**src/hdl/lru_pkg.sv**
```systemverilog
// Package for the LRU page replacement block.
// Holds shared constants and the control structs passed from the top level to each frame cell.
// No dependencies.
package lru_pkg;

  localparam int FRAMES_DEF    = 8;
  localparam int PAGE_BITS_DEF = 8;
  localparam int CFG_W         = 4;
  localparam int CNT_W         = 32;
  // wide enough for an occupancy of up to 64 frames
  localparam int OCC_W         = 7;
  localparam logic [CFG_W-1:0] NUM_FRAMES_RST = CFG_W'(4);

  // per-cell position decode
  typedef struct packed {
    logic active;   // cell holds a resident page
    logic tail;     // most recently used slot
    logic append;   // first free slot
  } lru_sel_t;

  // request-wide control
  typedef struct packed {
    logic fire;     // request accepted this cycle
    logic full;     // every usable frame is resident
  } lru_op_t;

endpackage

```
**src/hdl/lru_cell.sv**
```systemverilog
// One frame cell of the LRU ordered list: holds a page, compares it to the request,
// and shifts in its neighbor's page when the list closes up. Depends on lru_pkg.
module lru_cell import lru_pkg::*; #(
  parameter int PAGE_BITS = PAGE_BITS_DEF
) (
  input  logic                 clk,
  input  logic [PAGE_BITS-1:0] pg,
  input  lru_op_t              op,
  input  lru_sel_t             sel,
  input  logic                 hit_any,
  input  logic                 seen_in,
  input  logic [PAGE_BITS-1:0] nbr_page,
  output logic                 seen_out,
  output logic [PAGE_BITS-1:0] page_out
);

  logic [PAGE_BITS-1:0] page_r;
  logic [PAGE_BITS-1:0] page_nxt;
  logic                 match;
  logic                 evict;
  logic                 shift;

  assign match    = sel.active && (page_r == pg);
  assign seen_out = seen_in | match;
  assign evict    = op.full & ~hit_any;
  // close the gap left by the hit page, or by the evicted LRU page
  assign shift    = sel.active & (evict | (hit_any & seen_out));
  assign page_out = page_r;

  always_comb begin
    page_nxt = page_r;
    if (sel.tail && (hit_any || evict)) begin
      page_nxt = pg;
    end else if (shift) begin
      page_nxt = nbr_page;
    end else if (sel.append && !hit_any && !op.full) begin
      page_nxt = pg;
    end
  end

  always_ff @(posedge clk) begin
    if (op.fire) begin
      page_r <= page_nxt;
    end
  end

endmodule

```
**src/hdl/lru_page_replacement.sv**
```systemverilog
// LRU page replacement: a chain of FRAMES cells kept in least to most recently used order.
// The result is registered, valid the cycle after accept; 1 request per cycle is taken while
// the output is not stalled, set by the single pass of compare and shift through the cells.
// Reset (synchronous, rst_n low): list empty, fault total 0, num_frames 4, no result pending;
// the input is stalled while rst_n is low.
// A write to num_frames empties the list; the fault total is kept.
module lru_page_replacement import lru_pkg::*; #(
  parameter int FRAMES    = FRAMES_DEF,
  parameter int PAGE_BITS = PAGE_BITS_DEF
) (
  input  logic                 clk,
  input  logic                 rst_n,
  input  logic                 cfg_we,
  input  logic [CFG_W-1:0]     cfg_num_frames,
  input  logic                 in_valid,
  output logic                 in_stall,
  input  logic [PAGE_BITS-1:0] in_page,
  output logic                 out_valid,
  input  logic                 out_stall,
  output logic                 out_fault,
  output logic                 out_evict_valid,
  output logic [PAGE_BITS-1:0] out_evicted_page,
  output logic [CNT_W-1:0]     out_fault_total
);

  logic [CFG_W-1:0]     num_frames_r;
  logic [OCC_W-1:0]     occ_r, occ_nxt;
  logic [CNT_W-1:0]     cnt_r, cnt_nxt;
  logic                 out_valid_r, out_valid_nxt;
  logic                 fault_r;
  logic                 evict_r;
  logic [PAGE_BITS-1:0] evpage_r;

  logic [OCC_W-1:0]     limit;
  logic [OCC_W-1:0]     occ_eff;
  logic                 fire;
  logic                 hit;
  logic                 evict;
  lru_op_t              op;
  lru_sel_t             sel   [FRAMES];
  logic                 seen  [FRAMES+1];
  logic [PAGE_BITS-1:0] pages [FRAMES+1];

  assign in_stall = ~rst_n | (out_valid_r & out_stall);
  assign fire     = in_valid & ~in_stall;

  always_comb begin
    if (num_frames_r == '0) begin
      limit = OCC_W'(1);
    end else if (OCC_W'(num_frames_r) > OCC_W'(FRAMES)) begin
      limit = OCC_W'(FRAMES);
    end else begin
      limit = OCC_W'(num_frames_r);
    end
    occ_eff = (occ_r > limit) ? limit : occ_r;
  end

  assign op.fire = fire;
  assign op.full = (occ_eff == limit);

  assign seen[0]       = 1'b0;
  assign pages[FRAMES] = '0;

  for (genvar k = 0; k < FRAMES; k++) begin : g_cell
    assign sel[k].active = (OCC_W'(k) < occ_eff);
    assign sel[k].tail   = (OCC_W'(k + 1) == occ_eff);
    assign sel[k].append = (OCC_W'(k) == occ_eff);

    lru_cell #(
      .PAGE_BITS (PAGE_BITS)
    ) u_cell (
      .clk      (clk),
      .pg       (in_page),
      .op       (op),
      .sel      (sel[k]),
      .hit_any  (hit),
      .seen_in  (seen[k]),
      .nbr_page (pages[k+1]),
      .seen_out (seen[k+1]),
      .page_out (pages[k])
    );
  end

  assign hit   = seen[FRAMES];
  assign evict = op.full & ~hit;

  always_comb begin
    occ_nxt = occ_eff;
    cnt_nxt = cnt_r;
    if (!hit) begin
      if (cnt_r != '1) begin
        cnt_nxt = cnt_r + CNT_W'(1);
      end
      if (!op.full) begin
        occ_nxt = occ_eff + OCC_W'(1);
      end
    end
  end

  always_comb begin
    out_valid_nxt = out_valid_r;
    if (fire) begin
      out_valid_nxt = 1'b1;
    end else if (!out_stall) begin
      out_valid_nxt = 1'b0;
    end
  end

  always_ff @(posedge clk) begin
    if (!rst_n) begin
      num_frames_r <= NUM_FRAMES_RST;
      occ_r        <= '0;
      cnt_r        <= '0;
      out_valid_r  <= 1'b0;
    end else begin
      out_valid_r <= out_valid_nxt;
      if (cfg_we) begin
        num_frames_r <= cfg_num_frames;
        occ_r        <= '0;
      end else if (fire) begin
        occ_r <= occ_nxt;
      end
      if (fire) begin
        cnt_r <= cnt_nxt;
      end
    end
  end

  always_ff @(posedge clk) begin
    if (fire) begin
      fault_r  <= ~hit;
      evict_r  <= evict;
      evpage_r <= evict ? pages[0] : '0;
    end
  end

  assign out_valid        = out_valid_r;
  assign out_fault        = fault_r;
  assign out_evict_valid  = evict_r;
  assign out_evicted_page = evpage_r;
  assign out_fault_total  = cnt_r;

endmodule

```
**config.mk**
```make
export PLATFORM = sky130hd
export DESIGN_NAME = lru_page_replacement
export DESIGN_NICKNAME = d
export VERILOG_FILES = /design/src/hdl/lru_pkg.sv /design/src/hdl/lru_cell.sv /design/src/hdl/lru_page_replacement.sv
export SDC_FILE = /design/constraint.sdc
export NUM_CORES = 1
export LEC_CHECK = 0
export ABC_AREA = 1
export BUFFER_PORTS_ARGS = -buffer_cell sky130_fd_sc_hd__buf_2
export CAP_MARGIN = 25
export CORE_UTILIZATION = 35
export CTS_CLUSTER_DIAMETER = 80
export DETAILED_ROUTE_END_ITERATION = 6
export PLACE_DENSITY_LB_ADDON = 0.2
export SLEW_MARGIN = 20
export SYNTH_ARGS = -nofsm -noshare
export SYNTH_HDL_FRONTEND = slang
export SYNTH_HIERARCHICAL = 1
export SYNTH_SLANG_ARGS = --single-unit
```
**constraint.sdc**
```tcl
create_clock -name clk -period 12.5 [get_ports clk]
set_input_delay 0.625 -clock clk [delete_from_list [all_inputs] [get_ports clk]]
set_output_delay 0.625 -clock clk [all_outputs]
set_load 0.01 [all_outputs]
```
; Word-level counts from Yosys, hierarchy flattened
; Cells that the tools add are included.
[classes]
n_addsub = 2
n_mul = 0
div = 0
magnitude_cmp = 10
eq_ne = 19
shift = 0
muxes = 31
bitwise_logic = 37
reduce_logical = 55
[ops]
columns = op, n
row1 = 2-to-1 mux 8 bit, 24
row2 = == test 8 bit, 8
row3 = "adder 32 x 1 -> 32 bit, second input constant", 1
row4 = logical AND 1 bit, 32
row5 = "!= test 32 bit, second input constant", 1
row6 = "== test 3 x 7 -> 1 bit, first input constant", 4
row7 = "less-than comparator 3 x 7 -> 1 bit, first input constant", 4
row8 = nonzero test 3 bit, 8
row9 = 2-to-1 mux 7 bit, 3
row10 = bitwise AND 1 bit, 18
row11 = OR 1 bit, 16
row12 = AND reduction 2 bit, 8
row13 = "== test 2 x 7 -> 1 bit, first input constant", 2
row14 = "less-than comparator 1 x 7 -> 1 bit, first input constant", 2
row15 = "less-than comparator 2 x 7 -> 1 bit, first input constant", 2
row16 = 2-to-1 mux 4 bit, 2
row17 = "adder 7 x 1 -> 7 bit, second input constant", 1
row18 = "== test 1 x 7 -> 1 bit, first input constant", 1
row19 = "== test 4 x 7 -> 1 bit, first input constant", 1
row20 = == test 7 bit, 1
row21 = greater-than comparator 7 bit, 1
row22 = zero test 7 bit, 1
row23 = "greater-than comparator 4 bit, second input constant", 1
row24 = zero test 4 bit, 1
row25 = 7 further kinds, 11
[totals]
regBits = 118
latchBits = 0
ram_bits = 0
rom_bits = 0
inputBits = 17
output_inout_bits = 44
wordCells = 169
memories = 0

; Longest topological paths before layout
; Gate-level depths: netlist of run 1.
[depth]
ltp_word = 20
ltp_mapped = 43

; Cells and area by module
; The synthesis of run 1 kept the hierarchy.
[by_module_without_submodules]
columns = mod, instances, cells_per_inst, area_per_inst_um2
row1 = lru_cell, 8, 85, 614.3
row2 = lru_page_replacement, 1, 461, 3163.0

; Worst setup path after synthesis of run 1
; Ideal clock, no wire load.
[synth_path]
kind = register to register
from = register num_frames_r[3]
to = register g_cell[5].u_cell.page_r[0] (enable)
setup_time_ps = 375
t_arrival_ps = 4919
required_time_ps = 12125
path_slack_ps = 7205
path_stages_with_launch = 38
synth_period_minus_slack_ps = 5295
cell_sequence = dfxtp_1 > inv_2 > nand2_1 > ha_1 > a21oi_1 > nand2_1 > nand2_1 > nand2_1 > nand2_2 > buf_6 > inv_2 > nor2_2 > a21oi_4 > nor2_2 > nand3_1 > inv_1 > a21oi_2 > nand2_1 > [... 2 more ...] > nand2_1 > inv_1 > nand2_1 > inv_1 > nand2_1 > inv_1 > nand2_1 > inv_1 > nand2_1 > inv_1 > nand2_1 > inv_1 > nand2_1 > inv_1 > nand2_1 > nor2_1 > a21oi_1 > a21boi_1
[synth_lines]
columns = element, line
row1 = from (decl), lru_page_replacement.sv:26  ; logic [CFG_W-1:0] num_frames_r;
row2 = from (signal assigned), lru_page_replacement.sv:118  ; num_frames_r <= cfg_num_frames;
row3 = to (signal assigned), lru_cell.sv:43  ; page_r <= page_nxt;
row4 = to (decl), lru_cell.sv:17  ; logic [PAGE_BITS-1:0] page_r;

==> flow_summary.json, run 1 <==
{
  "cp_slowest_cell": "a21boi_1",
  "async_reset_ff_share_pct": 0,
  "rsz0062_at_grt": "false",
  "fmax_mhz": 178.6,
  "track_usage_pct": 18.48,
  "synth-edff-count": 74,
  "yosysSeqAreaShare_pct": 38.41,
  "synth.largest_area_cell": "edfxtp_1",
  "ff2ff_path_depth": 37,
  "powerDensity_nw_per_um2": 128.8,
  "clock_path_buffers": 2,
  "hold_path.class": "in -> reg",
  "r2r_slack_ns": 6.90,
  "maxSlewViolCount": 0,
  "critPathMostFrequentCell": "nand2_1",
  "ctsResizeCount": 0,
  "ctsHoldBuffers": 0,
  "synth_area_um2": 8078,
  "worst_pin_slew_ns": 0.8109,
  "dieArea_um2": 23690,
  "clkTransAtPathRegs_ns": 0.06,
  "place.gp.congestion": 0.8703,
  "drtAntennaViolNets": 0,
  "grt_pass1_vias": 6743,
  "max_cap_viol_count": 0,
  "antenna_found_initial": 0,
  "slowest_delay_ns": 0.57,
  "intPower_uw": 854.2,
  "port_buffers": 60,
  "viasPerCell": 4.781,
  "clock_sinks": 118,
  "p_sw_uw": 356.7,
  "ys_warn_count": 6,
  "end_kind": "register",
  "die_h_um": 153.9,
  "hpwl_um": 15110,
  "placement_rows": 55,
  "min_path_cells": 3,
  "critPathLaunchType": "register",
  "critPathArrivalTime_ns": 5.65,
  "status": "finished, final reports clean",
  "via_count": 7267,
  "postCtsSetupBuffers": 0,
  "setup_viol": 0,
  "synth_seq_cells": 118,
  "tritoncts": "built",
  "p_sw_share_pct": 29.46,
  "finalClockSkew_ns": 0.01353,
  "min_period_ns": 5.600,
  "critPathCapture": "g_cell[1].u_cell/page_out[1]$_DFFE_PP_",
  "routed_wl_um": 20900,
  "drive_above_1_share_pct": 15.63,
  "slew_headroom_pct": 45.88,
  "vdd_drop_max_v": 0.00008689,
  "finalHoldViolCount": 0,
  "synth-main-ff-cell": "edfxtp_1",
  "clk_latency_ns": 0.43,
  "grt_pass1_wl_um": 34520,
  "design.core.area_um2": 22640,
  "wl_per_cell_um": 13.75,
  "crit_type": "reg -> reg",
  "period_share_pct": 44.80,
  "worstHoldStart": "cfg_num_frames[2]",
  "die_w_um": 153.9,
  "h-tree-depth": 4,
  "syn_inst": 1141,
  "synth.distinct_cells": 39,
  "fin_nets": 1248,
  "synth_top_cell_area_share_pct": 27.51,
  "grt_overflow": 0,
  "grt_max_degree": 29,
  "drcViolationCount": 0,
  "critical_path_required_ns": 12.55,
  "setup_tns_ns": 0,
  "dr.pass1.iters": 5,
  "pwr-share-comb_pct": 18.5,
  "numCtsBuffers": 17,
  "p_leak_uw": 0.004308,
  "io_pins": 61,
  "reg2reg_to": "g_cell[1].u_cell/page_out[1]$_DFFE_PP_",
  "n_antenna_cell": 0,
  "r2r_start": "num_frames_r[3]$_SDFFE_PN0P_",
  "pwr-share-clk_pct": 44.6,
  "synth_area_leaders": "edfxtp_1, nand2_1, dfxtp_1, inv_1, nand4_1",
  "synth.avg_cell_area_um2": 7.080,
  "setup_ws_ns": 6.900,
  "initialDrtViolationCount": 463,
  "path_max_fanout": 20,
  "root_buffer": "clkbuf_16",
  "sequentialPowerShare_pct": 36.9,
  "fillers": 2309,
  "start_util_pct": 35.68,
  "dpl_worst_slack_ns": 6.856,
  "worstSetupStartpoint": "num_frames_r[3]$_SDFFE_PN0P_",
  "syn2layout_area_growth_pct": 16.40
}
## cell usage after synthesis, types with 2 or more instances
cell / count
a21boi_1: 8
a21oi_1: 43
a21oi_2: 10
buf_4: 3
clkbuf_1: 4
dfxtp_1: 44
edfxtp_1: 74
ha_1: 9
inv_1: 184
inv_2: 17
nand2_1: 408
nand2_2: 2
nand3_1: 33
nand3_2: 9
nand3_4: 16
nand4_1: 69
nor2_1: 83
nor2_2: 21
nor2_4: 9
nor3_1: 25
nor3_2: 8
nor4_1: 10
o21ai_0: 7
o21ai_1: 15
xor2_1: 16
## how the worst min path moves through the flow
stage	end	slack, ns
floorplan	occ_r[6]$_SDFFE_PP0P_	0.41
global placement	occ_r[5]$_SDFFE_PP0P_	0.42
detailed placement	occ_r[5]$_SDFFE_PP0P_	0.42
CTS	num_frames_r[2]$_SDFFE_PN1P_	0.41
global route	num_frames_r[2]$_SDFFE_PN1P_	0.44
finish	num_frames_r[2]$_SDFFE_PN1P_	0.42
## layer usage
metal	track usage, %	share of wire (%)	vias up
met1	24.56	49	3276
li1	-	-	3831
met4	5.952	1.5	0
met3	3.410	3.4	26
met2	30.22	46	134
met5	0	0	-
## flip-flops by register name, summed over array words and instances, names as in the netlist
register and flops:
out_evict_valid 1, occ_r 7, num_frames_r 4, out_fault_total 32, out_valid 1, g_cell.u_cell/page_out 64
out_evicted_page 8, out_fault 1
## stage by stage
step / hold slack (ns) / power (uW) / instances / area (um^2) / util, %
floorplan: 0.4149 / 623.9 / 1149 / 8108 / -
global placement: 0.4212 / 676.7 / 1487 / 8726 / 38.54
detailed placement: 0.4244 / 678.6 / 1487 / 8726 / 38.54
CTS: 0.4102 / 1218 / 1519 / 9388 / 41.46
global route: 0.4357 / 1268 / 1520 / 9403 / 41.53
finish: 0.4180 / 1211 / 1520 / 9403 / 41.53
## cell type report
| cell class | count | area (um^2) | share of cell area [%] |
|---|---|---|---|
| flip-flops and latches | 118 | 3103 | 33.00 |
| clock buffers | 22 | 539.3 | 5.735 |
| repair buffers | 63 | 330.3 | 3.513 |
| multi-input cells | 821 | 4197 | 44.63 |
| well taps | 285 | 356.6 | 3.792 |
| clock inverters | 10 | 122.6 | 1.304 |
| inverters | 201 | 754.5 | 8.024 |
## kinds of logic after synthesis
family	Yosys count	synth area share (%)
simple gates	695	41.43
buf+inv	210	10.01
flops	118	38.41
compound gates	91	6.862
xor+xnor	17	1.843
fa+ha+maj	9	1.394
other cells	1	0.04642
## power groups by stage
stage / Sequential [uW] / Clock (uW) / Combinational [uW]
CTS: 447 / 547 / 225
global route: 448 / 564 / 256
floorplan: 453 / 0 / 171
finish: 447 / 540 / 225
detailed placement: 455 / 0 / 224
global placement: 455 / 0 / 222
## cell usage in the layout (no fill, tap or decap), types with 2 or more instances in the layout
cell type / netlist / routed
dfxtp_1: 44 / 44
nor2_4: 9 / 9
edfxtp_1: 74 / 74
bufinv_16: 0 / 2
xor2_1: 16 / 16
o21ai_1: 15 / 15
a21boi_1: 8 / 8
nor3_1: 25 / 25
buf_4: 3 / 2
inv_6: 0 / 4
clkbuf_16: 0 / 21
nand3_4: 16 / 16
nor4_1: 10 / 10
nand3_2: 9 / 9
nor2_1: 83 / 83
inv_1: 184 / 184
nand3_1: 33 / 33
inv_2: 17 / 17
nand2_2: 2 / 2
conb_1: 1 / 9
nand4_1: 69 / 69
ha_1: 9 / 9
nor2_2: 21 / 21
nand2_1: 408 / 408
a21oi_1: 43 / 43
buf_2: 1 / 60
nor3_2: 8 / 8
a21oi_2: 10 / 10
o21ai_0: 7 / 7
## critical path, delay by kind of cell (launching register included)
family / cells / cell delay [ns]
AO/OA/AOI/OAI: 4 / 1.11
flip-flops: 1 / 0.34
adder cells (fa/ha/maj): 1 / 0.35
AND/OR/NAND/NOR: 21 / 2.20
buffers and inverters: 11 / 1.25
(Power assumes the default switching activity.)
==> run 2: changes to the inputs <==
clock period = 5.6 ns   (was 12.5 ns; I/O delays follow)
==> flow_summary.json, run 2 (synthesis results as in run 1) <==
{
  "dpl_cell_area_um2": 8823,
  "fillers": 2325,
  "maxSlewViolCount": 0,
  "clkTransAtPathRegs_ns": 0.06,
  "cp_slowest_cell": "dfxtp_1",
  "die_h_um": 153.9,
  "ff2ff_path_depth": 38,
  "slew_headroom_pct": 48.64,
  "powerDensity_nw_per_um2": 279.4,
  "fmax_mhz": 198.0,
  "setup_viol": 0,
  "min_path_cells": 3,
  "viasPerCell": 4.753,
  "critPathLaunchType": "register",
  "initialDrtViolationCount": 458,
  "place.gp.congestion": 0.8923,
  "grt_pass1_wl_um": 34600,
  "via_count": 7281,
  "slowest_delay_ns": 0.34,
  "critPathArrivalTime_ns": 5.18,
  "finalHoldViolCount": 0,
  "routed_wl_um": 20560,
  "io_pins": 61,
  "largest_register_ffs": 64,
  "finalClockSkew_ns": 0.01422,
  "r2r_start": "num_frames_r[3]$_SDFFE_PN0P_",
  "numCtsBuffers": 17,
  "dr.pass1.iters": 5,
  "grt_max_degree": 29,
  "max_cap_viol_count": 0,
  "holdPathEnd": "num_frames_r[2]$_SDFFE_PN1P_",
  "antenna_found_initial": 0,
  "wl_per_cell_um": 13.42,
  "h-tree-depth": 4,
  "clk_latency_ns": 0.43,
  "clock_sinks": 118,
  "grt_overflow": 0,
  "period_share_pct": 90.18,
  "setup_tns_ns": 0,
  "path_delay_family": "simple AND/OR/NAND/NOR gates",
  "syn2layout_area_growth_pct": 16.95,
  "tritoncts": "built",
  "cp.depth": 38,
  "status": "finished, final reports clean",
  "reg2reg_to": "g_cell[5].u_cell/page_out[7]$_DFFE_PP_",
  "holdWs_ns": 0.07170,
  "ctsHoldBuffers": 0,
  "final-seq-area_um2": 3103,
  "critPathBufInv": 12,
  "design.core.area_um2": 22640,
  "drtAntennaViolNets": 0,
  "grt_pass1_vias": 6902,
  "most-common-layout-cells": "nand2_1, inv_1, nor2_1",
  "path_max_fanout": 15,
  "track_usage_pct": 18.42,
  "hold_path.class": "in -> reg",
  "dieArea_um2": 23690,
  "worst_pin_slew_ns": 0.7696,
  "multi_input_area_um2": 4199,
  "rsz0062_at_grt": "false",
  "min_period_ns": 5.050,
  "fin_area_um2": 9447,
  "vdd_drop_max_v": 0.0002014,
  "critPathMostFrequentCell": "nand2_1",
  "hpwl_um": 15240,
  "r2r_slack_ns": 0.55,
  "root_buffer": "clkbuf_16",
  "drcViolationCount": 0,
  "clock_path_buffers": 2,
  "final_common_cell": "nand2_1",
  "final_util_pct": 41.72,
  "placement_rows": 55,
  "crit_type": "reg -> reg",
  "critical_path_required_ns": 5.72,
  "worstHoldStart": "cfg_num_frames[2]",
  "start_util_pct": 35.68,
  "p_leak_uw": 0.004355,
  "fin_nets": 1260,
  "n_antenna_cell": 0,
  "end_kind": "register",
  "drive_above_1_share_pct": 16.44,
  "die_w_um": 153.9,
  "port_buffers": 60
}
==> run 2: cell count changes in the layout (fill, tap and decap cells not counted), sizes merged <==
cell / change
buf: +12
clkinv: +4
clkinvlp: -1
inv: -3
==> run 2: how the worst max path moves through the flow <==
stage                                            start                                endpoint  slack (ns)
after floorplan           num_frames_r[3]$_SDFFE_PN0P_  g_cell[5].u_cell/page_out[0]$_DFFE_PP_        0.31
after global placement    num_frames_r[3]$_SDFFE_PN0P_  g_cell[5].u_cell/page_out[0]$_DFFE_PP_        0.68
after detailed placement  num_frames_r[3]$_SDFFE_PN0P_  g_cell[3].u_cell/page_out[0]$_DFFE_PP_        0.59
after CTS                 num_frames_r[3]$_SDFFE_PN0P_  g_cell[2].u_cell/page_out[4]$_DFFE_PP_        0.56
after global routing      num_frames_r[3]$_SDFFE_PN0P_  g_cell[6].u_cell/page_out[3]$_DFFE_PP_       0.002
final                     num_frames_r[3]$_SDFFE_PN0P_  g_cell[5].u_cell/page_out[7]$_DFFE_PP_        0.55
==> run 2: report_power, final <==
group	internal [uW]	total [uW]	leakage, uW	switching (uW)
registers	977	997	0.00103	20.5
clock network	731	1140	0.000311	408
logic	156	503	0.00301	346
==> run 2: metrics by stage <==
| stage | power [uW] | instances | setup WS [ns] |
|---|---|---|---|
| detailed placement | 1520 | 1500 | 0.5920 |
| finish | 2639 | 1532 | 0.5497 |
| global placement | 1515 | 1500 | 0.6769 |
| global route | 2770 | 1532 | 0.001901 |
| CTS | 2666 | 1532 | 0.5630 |
| floorplan | 1393 | 1149 | 0.3055 |
==> run 2: routing by layer <==
metal	global-route usage, %	up-vias	part of all wire, %
met5	0	-	0
met4	5.810	0	0.99
met3	3.664	20	3.8
met2	31.43	128	48
met1	23.28	3272	47
li1	-	3861	-
==> run 2: final cells by class <==
type,instances,area share [%]
multi-input cells,821,44.45
flip-flops and latches,118,32.85
inverters,201,7.987
clock buffers,22,5.364
repair buffers,75,4.371
well taps,285,3.775
clock inverters,10,1.205
==> run 2: worst register-to-register path: cells and delay by family, from the launching register on <==
family / cells / cell delay, ns
and+or+nand+nor: 21 / 2.15
AOI/OAI and AO/OA: 4 / 0.68
DFF: 1 / 0.34
buffers and inverters: 12 / 1.25
adders and majority gates: 1 / 0.34
==> run 2: repair_timing <==
action	4_1_cts	5_1_grt
endpoints found under the hold margin	0	0
gates resized for setup	0	1
buffers inserted	0	0
setup endpoints to repair	0	8
